## config.mk

```make
export PLATFORM = sky130hd
export DESIGN_NAME = uu_line_block_encoder_core
export DESIGN_NICKNAME = d
export VERILOG_FILES = /design/src/hdl/uulbe_pkg.sv /design/src/hdl/uulbe_seq.sv /design/src/hdl/uu_line_block_encoder_core.sv
export SDC_FILE = /design/constraint.sdc
export NUM_CORES = 1
export LEC_CHECK = 0
export BUFFER_PORTS_ARGS = -buffer_cell sky130_fd_sc_hd__buf_2
export CAP_MARGIN = 25
export CORE_MARGIN = 2
export CORE_UTILIZATION = 64
export CTS_CLUSTER_DIAMETER = 30
export DETAILED_ROUTE_END_ITERATION = 10
export GPL_TIMING_DRIVEN = 0
export PLACE_DENSITY = 0.82
export SLEW_MARGIN = 30
export SYNTH_ARGS = -nofsm -noshare
export SYNTH_HDL_FRONTEND = slang
export SYNTH_SLANG_ARGS = --single-unit
```

## constraint.sdc

```tcl
create_clock -name i_clk -period 9.3 [get_ports i_clk]
set_input_delay 0.93 -clock i_clk [delete_from_list [all_inputs] [get_ports i_clk]]
set_output_delay 0.93 -clock i_clk [all_outputs]
set_load 0.03 [all_outputs]
```

## src/hdl/uulbe_pkg.sv

```systemverilog
// Shared types, constants and microcode program for the uuencode line/block encoder.
`default_nettype none

package uulbe_pkg;

    // Fixed field widths
    localparam int DATA_W   = 8;
    localparam int LEFT_W   = 14;
    localparam int LBC_W    = 6;
    localparam int LC_W     = 5;
    localparam int SUM_W    = 18;
    localparam int HELD_W   = 16;
    localparam int GRP_W    = 24;
    localparam int STEP_W   = 4;
    localparam int NDIG     = 6;
    localparam int NDIG_W   = 3;
    localparam int DIG_W    = 4;

    // Defaults for the top-level parameters
    localparam int BYTES_PER_LINE_DEF     = 45;
    localparam int LINES_PER_CHECKSUM_DEF = 20;

    // Character codes
    localparam logic [7:0] CHR_CR    = 8'h0D;
    localparam logic [7:0] CHR_SPACE = 8'h20;
    localparam logic [7:0] CHR_BTICK = 8'h60;
    localparam logic [7:0] CHR_ZERO  = 8'h30;

    // Divide-by-ten reciprocal: q = (v * RECIP10) >> RECIP_SH, exact for v < 2^18
    localparam int RECIP_SH = 22;
    localparam int RECIP_W  = 19;
    localparam logic [RECIP_W-1:0] RECIP10 = 19'd419431;
    localparam int PROD_W   = SUM_W + RECIP_W;

    typedef enum logic [3:0] {
        OP_LEN,
        OP_G0,
        OP_G1,
        OP_G2,
        OP_G3,
        OP_CR,
        OP_DIV,
        OP_DIG,
        OP_CSCR,
        OP_END
    } t_op;

    typedef enum logic [2:0] {
        C_ALWAYS,
        C_NEED_LEN,
        C_GRP,
        C_LINE,
        C_CS,
        C_DIV_MORE,
        C_DIG_MORE,
        C_NEVER
    } t_cond;

    typedef struct packed {
        t_op               op;
        t_cond             guard;
        logic [STEP_W-1:0] skip_to;
        t_cond             rpt;
    } t_uword;

    typedef struct packed {
        logic need_len;
        logic grp;
        logic line;
        logic cs;
        logic div_more;
        logic dig_more;
    } t_conds;

    typedef struct packed {
        t_op  op;
        logic fire;
    } t_seq_ctl;

    localparam logic [STEP_W-1:0] STEP_G0  = 4'd1;
    localparam logic [STEP_W-1:0] STEP_END = 4'd9;

    // Microcode program: guard false jumps to skip_to, rpt true holds the step
    function automatic t_uword ucode(input logic [STEP_W-1:0] step);
        t_uword w;
        w = '{op: OP_END, guard: C_ALWAYS, skip_to: STEP_END, rpt: C_NEVER};
        unique case (step)
            4'd0:    w = '{op: OP_LEN,  guard: C_NEED_LEN, skip_to: STEP_G0,  rpt: C_NEVER};
            4'd1:    w = '{op: OP_G0,   guard: C_GRP,      skip_to: STEP_END, rpt: C_NEVER};
            4'd2:    w = '{op: OP_G1,   guard: C_ALWAYS,   skip_to: STEP_END, rpt: C_NEVER};
            4'd3:    w = '{op: OP_G2,   guard: C_ALWAYS,   skip_to: STEP_END, rpt: C_NEVER};
            4'd4:    w = '{op: OP_G3,   guard: C_ALWAYS,   skip_to: STEP_END, rpt: C_NEVER};
            4'd5:    w = '{op: OP_CR,   guard: C_LINE,     skip_to: STEP_END, rpt: C_NEVER};
            4'd6:    w = '{op: OP_DIV,  guard: C_CS,       skip_to: STEP_END, rpt: C_DIV_MORE};
            4'd7:    w = '{op: OP_DIG,  guard: C_ALWAYS,   skip_to: STEP_END, rpt: C_DIG_MORE};
            4'd8:    w = '{op: OP_CSCR, guard: C_ALWAYS,   skip_to: STEP_END, rpt: C_NEVER};
            default: w = '{op: OP_END,  guard: C_ALWAYS,   skip_to: STEP_END, rpt: C_NEVER};
        endcase
        return w;
    endfunction

    function automatic logic cond_eval(input t_cond c, input t_conds f);
        logic r;
        r = 1'b0;
        unique case (c)
            C_ALWAYS:   r = 1'b1;
            C_NEED_LEN: r = f.need_len;
            C_GRP:      r = f.grp;
            C_LINE:     r = f.line;
            C_CS:       r = f.cs;
            C_DIV_MORE: r = f.div_more;
            C_DIG_MORE: r = f.dig_more;
            C_NEVER:    r = 1'b0;
        endcase
        return r;
    endfunction

    function automatic logic is_emit(input t_op op);
        return (op != OP_DIV) && (op != OP_END);
    endfunction

    // Printable 6-bit value, space sent as backtick
    function automatic logic [7:0] uu_char(input logic [5:0] v);
        return (v == 6'd0) ? CHR_BTICK : (CHR_SPACE + {2'b00, v});
    endfunction

endpackage

`default_nettype wire

```

## src/hdl/uulbe_seq.sv

```systemverilog
// Microcode sequencer: step counter, program lookup and jump control.
`default_nettype none

module uulbe_seq
    import uulbe_pkg::*;
(
    input  wire logic     i_clk,
    input  wire logic     i_rst_n,
    input  wire logic     i_start,
    input  wire logic     i_out_free,
    input  wire t_conds   i_conds,
    output t_seq_ctl      o_ctl,
    output logic          o_busy
);

    logic [STEP_W-1:0] r_step, n_step;
    logic              r_busy, n_busy;
    t_uword            w;
    logic              guard_ok;
    logic              go;

    assign w        = ucode(r_step);
    assign guard_ok = cond_eval(w.guard, i_conds);
    // An emitting step waits for room in the output register
    assign go       = r_busy && guard_ok && (!is_emit(w.op) || i_out_free);

    always_comb begin
        o_ctl.op   = w.op;
        o_ctl.fire = go;
        o_busy     = r_busy;
    end

    always_comb begin
        n_step = r_step;
        n_busy = r_busy;
        if (r_busy) begin
            if (!guard_ok) begin
                n_step = w.skip_to;
            end else if (go) begin
                if (w.op == OP_END) begin
                    n_busy = 1'b0;
                    n_step = '0;
                end else if (!cond_eval(w.rpt, i_conds)) begin
                    n_step = r_step + 1'b1;
                end
            end
        end else if (i_start) begin
            n_busy = 1'b1;
            n_step = '0;
        end
    end

    always_ff @(posedge i_clk) begin
        if (!i_rst_n) begin
            r_step <= '0;
            r_busy <= 1'b0;
        end else begin
            r_step <= n_step;
            r_busy <= n_busy;
        end
    end

endmodule

`default_nettype wire

```

## src/hdl/uu_line_block_encoder_core.sv

```systemverilog
// Top level of the uuencode line encoder with per-block decimal checksum.
`default_nettype none

//  channel  direction  handshake           payload
//  in       input      i_valid / o_ready   i_data_byte, i_bytes_left
//  out      output     o_valid / i_ready   o_out_char, o_line_end, o_checksum_line, o_last
//
//  Each byte is taken in one transaction, then runs one microcode step per cycle
//  while no emitting step waits for output room (one per emitted character, one per
//  skipped step, up to six divide-by-ten steps for the checksum digits and one closing step).
//  A byte that opens a line, closes it and brings a six-digit checksum sets the
//  worst case: thirteen characters, six divide steps and the closing step.
//  Reset (synchronous, active low) clears the line/group/sum state and the sequencer.
//  A stalled output holds its character; the sequencer waits until it is taken.

module uu_line_block_encoder_core
    import uulbe_pkg::*;
#(
    parameter int BYTES_PER_LINE     = BYTES_PER_LINE_DEF,
    parameter int LINES_PER_CHECKSUM = LINES_PER_CHECKSUM_DEF
)(
    input  wire logic              i_clk,
    input  wire logic              i_rst_n,
    input  wire logic              i_valid,
    output logic                   o_ready,
    input  wire logic [DATA_W-1:0] i_data_byte,
    input  wire logic [LEFT_W-1:0] i_bytes_left,
    output logic                   o_valid,
    input  wire logic              i_ready,
    output logic [7:0]             o_out_char,
    output logic                   o_line_end,
    output logic                   o_checksum_line,
    output logic                   o_last
);

    localparam logic [LBC_W-1:0]  BPL   = LBC_W'(BYTES_PER_LINE);
    localparam logic [LEFT_W-1:0] BPL_L = LEFT_W'(BYTES_PER_LINE);
    localparam logic [LC_W-1:0]   LPC   = LC_W'(LINES_PER_CHECKSUM);

    // ---------------------------------------------------------------
    // Encoder state carried from byte to byte
    // ---------------------------------------------------------------
    logic [HELD_W-1:0] r_held;
    logic [1:0]        r_fill;
    logic [LBC_W-1:0]  r_lbc;
    logic [LC_W-1:0]   r_lc;
    logic [SUM_W-1:0]  r_sum;

    // Per-transaction job registers read by the microcode steps
    logic [GRP_W-1:0]  r_grp;
    logic [7:0]        r_len_char;
    logic              r_need_len, r_do_grp, r_do_line, r_do_cs;
    logic [SUM_W-1:0]  r_div_val;
    logic [NDIG_W-1:0] r_nd;
    logic [DIG_W-1:0]  r_dig [NDIG];

    // Output register
    logic              r_out_valid;
    logic [7:0]        r_out_char;
    logic              r_out_le, r_out_cs, r_out_last;

    logic              accept;
    logic              out_free;
    logic              busy;
    t_seq_ctl          ctl;
    t_conds            conds;

    // Accept-time arithmetic
    logic              is_last;
    logic [LBC_W-1:0]  lbc_new;
    logic [1:0]        fill_new;
    logic              line_done;
    logic              grp_out;
    logic [GRP_W-1:0]  full;
    logic [GRP_W-1:0]  padded;
    logic [SUM_W-1:0]  sum_new;
    logic [LC_W-1:0]   lc_new;
    logic              cs_out;
    logic [LEFT_W-1:0] len_val;

    // Divide-by-ten datapath
    logic [PROD_W-1:0] prod;
    logic [SUM_W-1:0]  quo;
    logic [SUM_W-1:0]  quo10;
    logic [SUM_W-1:0]  rem_full;

    // Emit datapath
    logic              load;
    logic [7:0]        n_out_char;
    logic              n_out_le, n_out_cs, n_out_last;

    assign o_ready  = !busy;
    assign accept   = i_valid && o_ready;
    assign out_free = !r_out_valid || i_ready;

    assign o_valid         = r_out_valid;
    assign o_out_char      = r_out_char;
    assign o_line_end      = r_out_le;
    assign o_checksum_line = r_out_cs;
    assign o_last          = r_out_last;

    // ---------------------------------------------------------------
    // Byte intake: group packing, line and checksum bookkeeping
    // ---------------------------------------------------------------
    always_comb begin
        is_last   = (i_bytes_left <= LEFT_W'(1));
        lbc_new   = r_lbc + 1'b1;
        fill_new  = r_fill + 1'b1;
        line_done = is_last || (lbc_new >= BPL);
        grp_out   = (fill_new == 2'd3) || line_done;
        full      = {r_held, i_data_byte};
        // Pad a short group with zero bytes at the low end
        unique case (fill_new)
            2'd1:    padded = {full[7:0], 16'd0};
            2'd2:    padded = {full[15:0], 8'd0};
            default: padded = full;
        endcase
        sum_new   = r_sum + SUM_W'(i_data_byte);
        lc_new    = r_lc + 1'b1;
        cs_out    = line_done && ((lc_new >= LPC) || is_last);
        len_val   = (i_bytes_left < BPL_L) ? i_bytes_left : BPL_L;
    end

    always_ff @(posedge i_clk) begin
        if (!i_rst_n) begin
            r_held <= '0;
            r_fill <= '0;
            r_lbc  <= '0;
            r_lc   <= '0;
            r_sum  <= '0;
        end else if (accept) begin
            r_lbc  <= line_done ? '0 : lbc_new;
            r_held <= grp_out ? '0 : full[HELD_W-1:0];
            r_fill <= grp_out ? '0 : fill_new;
            if (line_done) begin
                r_lc <= cs_out ? '0 : lc_new;
            end
            r_sum  <= cs_out ? '0 : sum_new;
        end
    end

    // Latch the job for the sequencer
    always_ff @(posedge i_clk) begin
        if (accept) begin
            r_grp      <= padded;
            r_len_char <= uu_char(len_val[5:0]);
            r_need_len <= (r_lbc == '0);
            r_do_grp   <= grp_out;
            r_do_line  <= line_done;
            r_do_cs    <= cs_out;
        end
    end

    // ---------------------------------------------------------------
    // Checksum conversion: one digit per step, pushed on a digit stack
    // ---------------------------------------------------------------
    always_comb begin
        prod     = PROD_W'(r_div_val) * PROD_W'(RECIP10);
        quo      = SUM_W'(prod[PROD_W-1:RECIP_SH]);
        quo10    = (quo << 3) + (quo << 1);
        rem_full = r_div_val - quo10;
    end

    always_ff @(posedge i_clk) begin
        if (accept) begin
            r_div_val <= sum_new;
            r_nd      <= '0;
        end else if (ctl.fire && ctl.op == OP_DIV) begin
            // Push the new low digit; earlier digits move up
            r_div_val <= quo;
            r_nd      <= r_nd + 1'b1;
            r_dig[0]  <= rem_full[DIG_W-1:0];
            for (int i = 1; i < NDIG; i++) begin
                r_dig[i] <= r_dig[i-1];
            end
        end else if (ctl.fire && ctl.op == OP_DIG) begin
            // Pop the most significant digit
            r_nd <= r_nd - 1'b1;
            for (int i = 0; i < NDIG - 1; i++) begin
                r_dig[i] <= r_dig[i+1];
            end
        end
    end

    // ---------------------------------------------------------------
    // Sequencer
    // ---------------------------------------------------------------
    always_comb begin
        conds.need_len = r_need_len;
        conds.grp      = r_do_grp;
        conds.line     = r_do_line;
        conds.cs       = r_do_cs;
        conds.div_more = (quo != '0) && (r_nd < NDIG_W'(NDIG - 1));
        conds.dig_more = (r_nd > NDIG_W'(1));
    end

    uulbe_seq u_seq (
        .i_clk      (i_clk),
        .i_rst_n    (i_rst_n),
        .i_start    (accept),
        .i_out_free (out_free),
        .i_conds    (conds),
        .o_ctl      (ctl),
        .o_busy     (busy)
    );

    // ---------------------------------------------------------------
    // Character select for the emitting steps
    // ---------------------------------------------------------------
    assign load = ctl.fire && is_emit(ctl.op);

    always_comb begin
        n_out_char = CHR_CR;
        n_out_le   = 1'b0;
        n_out_cs   = 1'b0;
        n_out_last = 1'b0;
        unique case (ctl.op)
            OP_LEN: begin
                n_out_char = r_len_char;
                n_out_last = !r_do_grp;
            end
            OP_G0: n_out_char = uu_char(r_grp[23:18]);
            OP_G1: n_out_char = uu_char(r_grp[17:12]);
            OP_G2: n_out_char = uu_char(r_grp[11:6]);
            OP_G3: begin
                n_out_char = uu_char(r_grp[5:0]);
                n_out_last = !r_do_line;
            end
            OP_CR: begin
                n_out_char = CHR_CR;
                n_out_le   = 1'b1;
                n_out_last = !r_do_cs;
            end
            OP_DIG: begin
                n_out_char = CHR_ZERO + {4'd0, r_dig[0]};
                n_out_cs   = 1'b1;
            end
            OP_CSCR: begin
                n_out_char = CHR_CR;
                n_out_le   = 1'b1;
                n_out_cs   = 1'b1;
                n_out_last = 1'b1;
            end
            default: begin
                n_out_char = CHR_CR;
            end
        endcase
    end

    always_ff @(posedge i_clk) begin
        if (!i_rst_n) begin
            r_out_valid <= 1'b0;
        end else if (load) begin
            r_out_valid <= 1'b1;
        end else if (i_ready) begin
            r_out_valid <= 1'b0;
        end
    end

    always_ff @(posedge i_clk) begin
        if (load) begin
            r_out_char <= n_out_char;
            r_out_le   <= n_out_le;
            r_out_cs   <= n_out_cs;
            r_out_last <= n_out_last;
        end
    end

endmodule

`default_nettype wire

```

# After elaboration in Yosys (flattened, before gate mapping)
# Memory sizes are Yosys's and may differ from the RTL's. A register that Yosys moved wholly into a read port is not among the register bits.
# Index checks and enable logic that the tools add are counted.
# op_classes
n_addsub	15
mul	1
div	0
magnitude_cmp	6
eq_ne	30
shift	0
mux	52
n_bitwise	5
n_reduce_logical	38
# ops
operator	count
2-to-1 mux 18 bit	3
2-to-1 mux 4 bit	13
one-hot mux 24 bit (2 select lines)	1
one-hot mux 8 bit (6 select lines)	1
multiplier 18 x 19 -> 37 bit, second input constant	1
logical NOT 6 bit	6
adder 6 x 6 -> 7 bit, first input constant	5
2-to-1 mux 7 bit	4
== test 3 bit, second input constant	8
2-to-1 mux 1 bit	20
adder 18 x 8 -> 18 bit	1
nonzero test 18 bit	1
== test 4 x 3 -> 1 bit, second input constant	4
2-to-1 mux 16 bit	1
one-hot mux 1 bit (8 select lines)	2
less-or-equal comparator 14 x 1 -> 1 bit, second input constant	1
< comparator 14 x 6 -> 1 bit, second input constant	1
== test 3 x 2 -> 1 bit, second input constant	4
2-to-1 mux 6 bit	2
logical AND 1 bit	9
== test 4 x 2 -> 1 bit, second input constant	2
== test 4 bit, second input constant	2
!= test 4 bit, second input constant	2
nonzero test 2 bit	4
31 further kinds	49
# word_totals
register_bits	121
latch_bits	0
ram_bits	24
rom_bits	160
out_inout_bits	13
mem_count	2
# mem_list
name	words	word_bits	rd	rd_ports_with_merged_regs	write_ports	line	rtl
(no name shown)	16	10	1	1	0	uulbe_pkg.sv:87	unique case (step)
r_dig	6	4	6	0	6	uu_line_block_encoder_core.sv:55	logic [DIG_W-1:0] r_dig [NDIG];

# Logic depth before layout (Yosys ltp)
# logic_depth
ltp_word	16
ltp_mapped	27

# Cells and area by module
# A second synthesis with hierarchy kept.
# hier_totals
hier_cells	1303
area_unflattened_um2	12856.1
# by_module_without_submodules
mod	instances	cells_per_inst	area_per_inst_um2	seq_area_each_um2
uu_line_block_encoder_core	1	1208	11954.0	3633.5
uulbe_seq	1	95	902.1	300.3

# Least setup slack after synthesis
# OpenSTA, ideal clock, no wires.
# synth_path
path_kind	register to register
startpoint	register r_div_val[3]
endpoint	register u_seq.w[6] (netlist name)
arrival_time_ns	7.446
slack_ns	1.739
path_stages_with_launch	24
n_path_buf	0
path_cell_list	edfxtp_1 > ha_1 > fa_1 > fa_1 > inv_1 > fa_1 > inv_1 > fa_1 > inv_1 > fa_1 > inv_1 > ha_1 > a21oi_1 > o21ai_1 > a21oi_2 > o211ai_2 > or4b_1 > and3_1 > or4_4 > or4_4 > and4_4 > a2111o_1 > or4_1 > and2_1
# synth_between
elab_chain_len	12
elab_cells_between_ends	18
cone_classes	mul: 1; eq/ne: 2; mux: 10; reduce/logical: 5
# synth_lines
element	line	rtl
start: declaration	uu_line_block_encoder_core.sv:53	logic [SUM_W-1:0] r_div_val;
start signal: assignment	uu_line_block_encoder_core.sv:166	r_div_val <= sum_new;
start signal: assignment	uu_line_block_encoder_core.sv:170	r_div_val <= quo;
multiplier 18 x 19 -> 37 bit *	uu_line_block_encoder_core.sv:158	prod = PROD_W'(r_div_val) * PROD_W'(RECIP10);
nonzero test 18 bit *	uu_line_block_encoder_core.sv:193	conds.div_more = (quo != '0) && (r_nd < NDIG_W'(NDIG - 1));
logical AND 1 bit *	uu_line_block_encoder_core.sv:193	
one-hot mux 1 bit (8 select lines)	uulbe_pkg.sv:105	unique case (c)
2-to-1 mux 1 bit	uulbe_seq.sv:40	if (w.op == OP_END) begin
2-to-1 mux 1 bit	uulbe_seq.sv:39	end else if (go) begin
2-to-1 mux 1 bit	uulbe_seq.sv:37	if (!guard_ok) begin
2-to-1 mux 1 bit	uulbe_seq.sv:36	if (r_busy) begin
!= test 4 bit (no line)	--	
AND reduction 3 bit (no line)	--	
2-to-1 mux 4 bit (no line) * (2 in series)	--	
# Mark *: on every way between the ends. The rest lies on a longest branch, timed or not. The select of a mux whose other input is x is not followed.
# A chain may end at the register's enable or synchronous reset.

==> impl_metrics.yaml <==
timing:
  setup_tns_ns: 0
  slew_headroom_pct: 43.80
  fin_crit_ns: 8.812
  post-route-period-util_pct: 94.75
  setup_viol: 0
  finClkSkew_ns: 0.009928
  finalMaxSlewViolations: 0
  fmax_mhz: 113.5
  rsz0062_at_grt: "false"
  worst_pin_slew_ns: 0.8370
  hold_viol: 0
synth:
  ys_seq_elements: 153
  synthArstFlopShare_pct: 0
  syn-cell-area_um2: 13200
  yosysSeqAreaShare_pct: 29.81
  syn_avg_cell_area_um2: 9.320
  ys.flop_type: "edfxtp_1"
  ys_warn_count: 0
  synth_edf_count: 87
  synthCells: 1416
  yosys.cell_types.count: 79
  syn_nets: 1690
worst_hold_path:
  min_from: "r_dig[0][18]"
  hp-class: "reg -> reg"
  worstHoldEndpoint: "r_dig[0][22]"
  hold_depth: 0
route:
  ant_nets: 0
  vias: 10475
  remaining_drc_errors: 0
  firstDrtPassIters: 5
  viasPerCell: 5.965
  wl_per_cell_um: 17.97
  drt_iter0_markers: 889
  wl_mm: 31.55
die:
  dieArea_um2: 21790
  rows: 52
  die_y_um: 147.6
  initial_utilization_pct: 65.22
  io_pins: 39
  fp.coreArea_um2: 20230
  dieWidth_um: 147.6
global_route:
  antenna_found_initial: 0
  grt_pass1_vias: 10019
  track_usage_pct: 30.11
  grt_pass1_wl_mm: 51.47
  gr-total-overflow: 0
  grt_max_degree: 33
setup_path:
  r2r-start: "r_div_val[3]"
  worstSetupPathType: "reg -> reg"
  required_ns: 9.48
  end_kind: "flop"
  crit_path_start_kind: "flop"
  worstRegToRegCells: 23
  crit_path_start: "r_div_val[3]"
  timing.rr.end: "r_dig[0][18]"
  cp_max_fo: 10
  cp.arrival_ns: 8.99
  r2r_slack_ns: 0.49
finish:
  fillers: 1512
  fin_nets: 1747
  drive_above_1_share_pct: 8.546
  diodes: 0
  syn_to_final_growth_pct: 8.694
clocking:
  clk_pin_slew_ns: 0.07
  clock-sinks: 153
  cts_setup_buffers: 0
  clockBufferDepth: 2
  tritoncts: "yes"
  clock_latency_ns: 0.43
  h-tree-depth: 4
  cts_root_buf: "clkbuf_16"
  holdBufCountCts: 0
  cts_resized: 0
  cts_made_buffers: 17
outcome:
  outcome: "finished, final reports clean"
place:
  io_buffers: 37
  routabilityCongestion: 0.9348
  hpwl_mm: 25.52
run:
  cap_violations: 0
how the worst max path moves through the flow:
stage / to / cells past startpoint
finish: r_dig[0][18] / 23
global placement: r_dig[0][18] / 23
detailed placement: r_dig[0][18] / 23
global route: r_dig[0][18] / 23
CTS: r_dig[0][18] / 23
floorplan: u_seq.w[6] / 23
cells by family (layout without fill, tap and decap cells):
logic type	after synthesis	count (layout)	share of synthesized area (%)
AOI/OAI and AO/OA	283	283	13.97
buffers and inverters	271	341	7.888
muxes	27	27	2.209
adders and majority gates	248	248	29.20
other	1	1	0.02841
and+or+nand+nor	397	397	14.51
xor gates and xnor gates	36	36	2.389
DFF	153	153	29.81
area by class of cell:
type	count	area (µm²)	area share (%)
Inverter	230	863.3	6.018
Clock buffer	17	425.4	2.966
Buffer	41	178.9	1.247
Tap cell	270	337.8	2.355
Multi-Input combinational cell	992	8228	57.36
Sequential cell	153	3934	27.42
Clock inverter	15	172.7	1.204
Timing Repair Buffer	38	205.2	1.430
state kept, by name (all words and copies together) (netlist names):
register and count:
o_checksum_line 1, o_last 1, o_line_end 1, o_out_char 7, o_valid 1, r_dig 24, r_div_val 18, r_do_cs 1
r_do_grp 1, r_do_line 1, r_fill 2, r_grp 24, r_held 16, r_lbc 6, r_lc 5, r_len_char 7
r_nd 3, r_need_len 1, r_sum 18, u_seq.o_busy 1, u_seq.r_step 4, u_seq.w 10
layer usage:
layer | share of wire [%] | track usage, %
met5 | 0 | 0
met4 | 1.8 | 6.923
met3 | 8.2 | 5.741
met2 | 44 | 44.63
met1 | 46 | 46.10
worst max-delay path, cell delays in order, from the launching register on:
cell	delay, ns
edfxtp_1	0.58
ha_1	0.46
fa_1	0.58
fa_1	0.62
inv_1	0.08
fa_1	0.54
inv_1	0.06
fa_1	0.53
inv_1	0.07
fa_1	0.54
inv_1	0.04
ha_1	0.38
a21oi_1	0.30
o21ai_1	0.18
nor3_1	0.20
a211oi_1	0.11
xnor2_1	0.68
o211ai_1	0.21
or4b_4	0.56
or2_2	0.34
o311a_1	0.43
nand2_1	0.28
clkbuf_1	0.42
mux2_2	0.39
Yosys cell counts, types with 5 or more instances:
master    count  area share [%]
xor2_1       11            0.73
dfxtp_1      66              10
nand2_1     117             3.3
o31ai_1       5            0.28
clkbuf_1     32            0.91
nor3_1       23            0.87
and2_1       23             1.1
o21a_1        7            0.40
o21ai_0      69             2.6
o21ai_1       6            0.23
xnor2_1      25             1.7
a21oi_1      65             2.5
a22oi_1      33             1.9
or4_1         6            0.34
nor4_1        6            0.28
inv_1       229             6.5
o22ai_1       6            0.28
ha_1        148              14
nand2b_1     13            0.62
mux2i_1      10            0.76
a211oi_1     14            0.80
fa_1        100              15
or2_2         7            0.33
nand3_1      26            0.99
a21oi_2      10            0.66
nor2b_1       8            0.38
a21o_1        6            0.34
nor2_1      112             3.2
and3_1       16            0.76
o211ai_1     14            0.80
edfxtp_1     87              20
nor3b_1       6            0.34
mux2_2       17             1.5
nand4_1       7            0.33
or3_1         9            0.43
placed cells by master, fill, tap and decap left out, drive strengths merged, types with 16 or more instances in the layout:
cell / count
a21oi: 75
a22oi: 33
and2: 24
and3: 16
buf: 46
clkbuf: 50
dfxtp: 66
edfxtp: 87
fa: 100
ha: 148
inv: 239
mux2: 17
nand2: 117
nand3: 26
nor2: 112
nor3: 23
o21ai: 78
xnor2: 25
metrics by stage:
step,hold WS (ns),util (%),instance area [µm²],setup WS (ns),instances
finish,0.4509,70.89,14350,0.4879,1756
global route,0.4691,70.89,14350,0.2574,1756
CTS,0.4548,70.89,14350,0.7017,1756
detailed placement,0.4412,67.94,13750,0.7355,1724
global placement,0.4363,67.81,13720,0.8330,1723
floorplan,0.4222,-,13200,1.739,1416
Power is left out: the tool's default activity adds up to more than one toggle a clock period on the data nets, which glitch-free logic cannot reach.
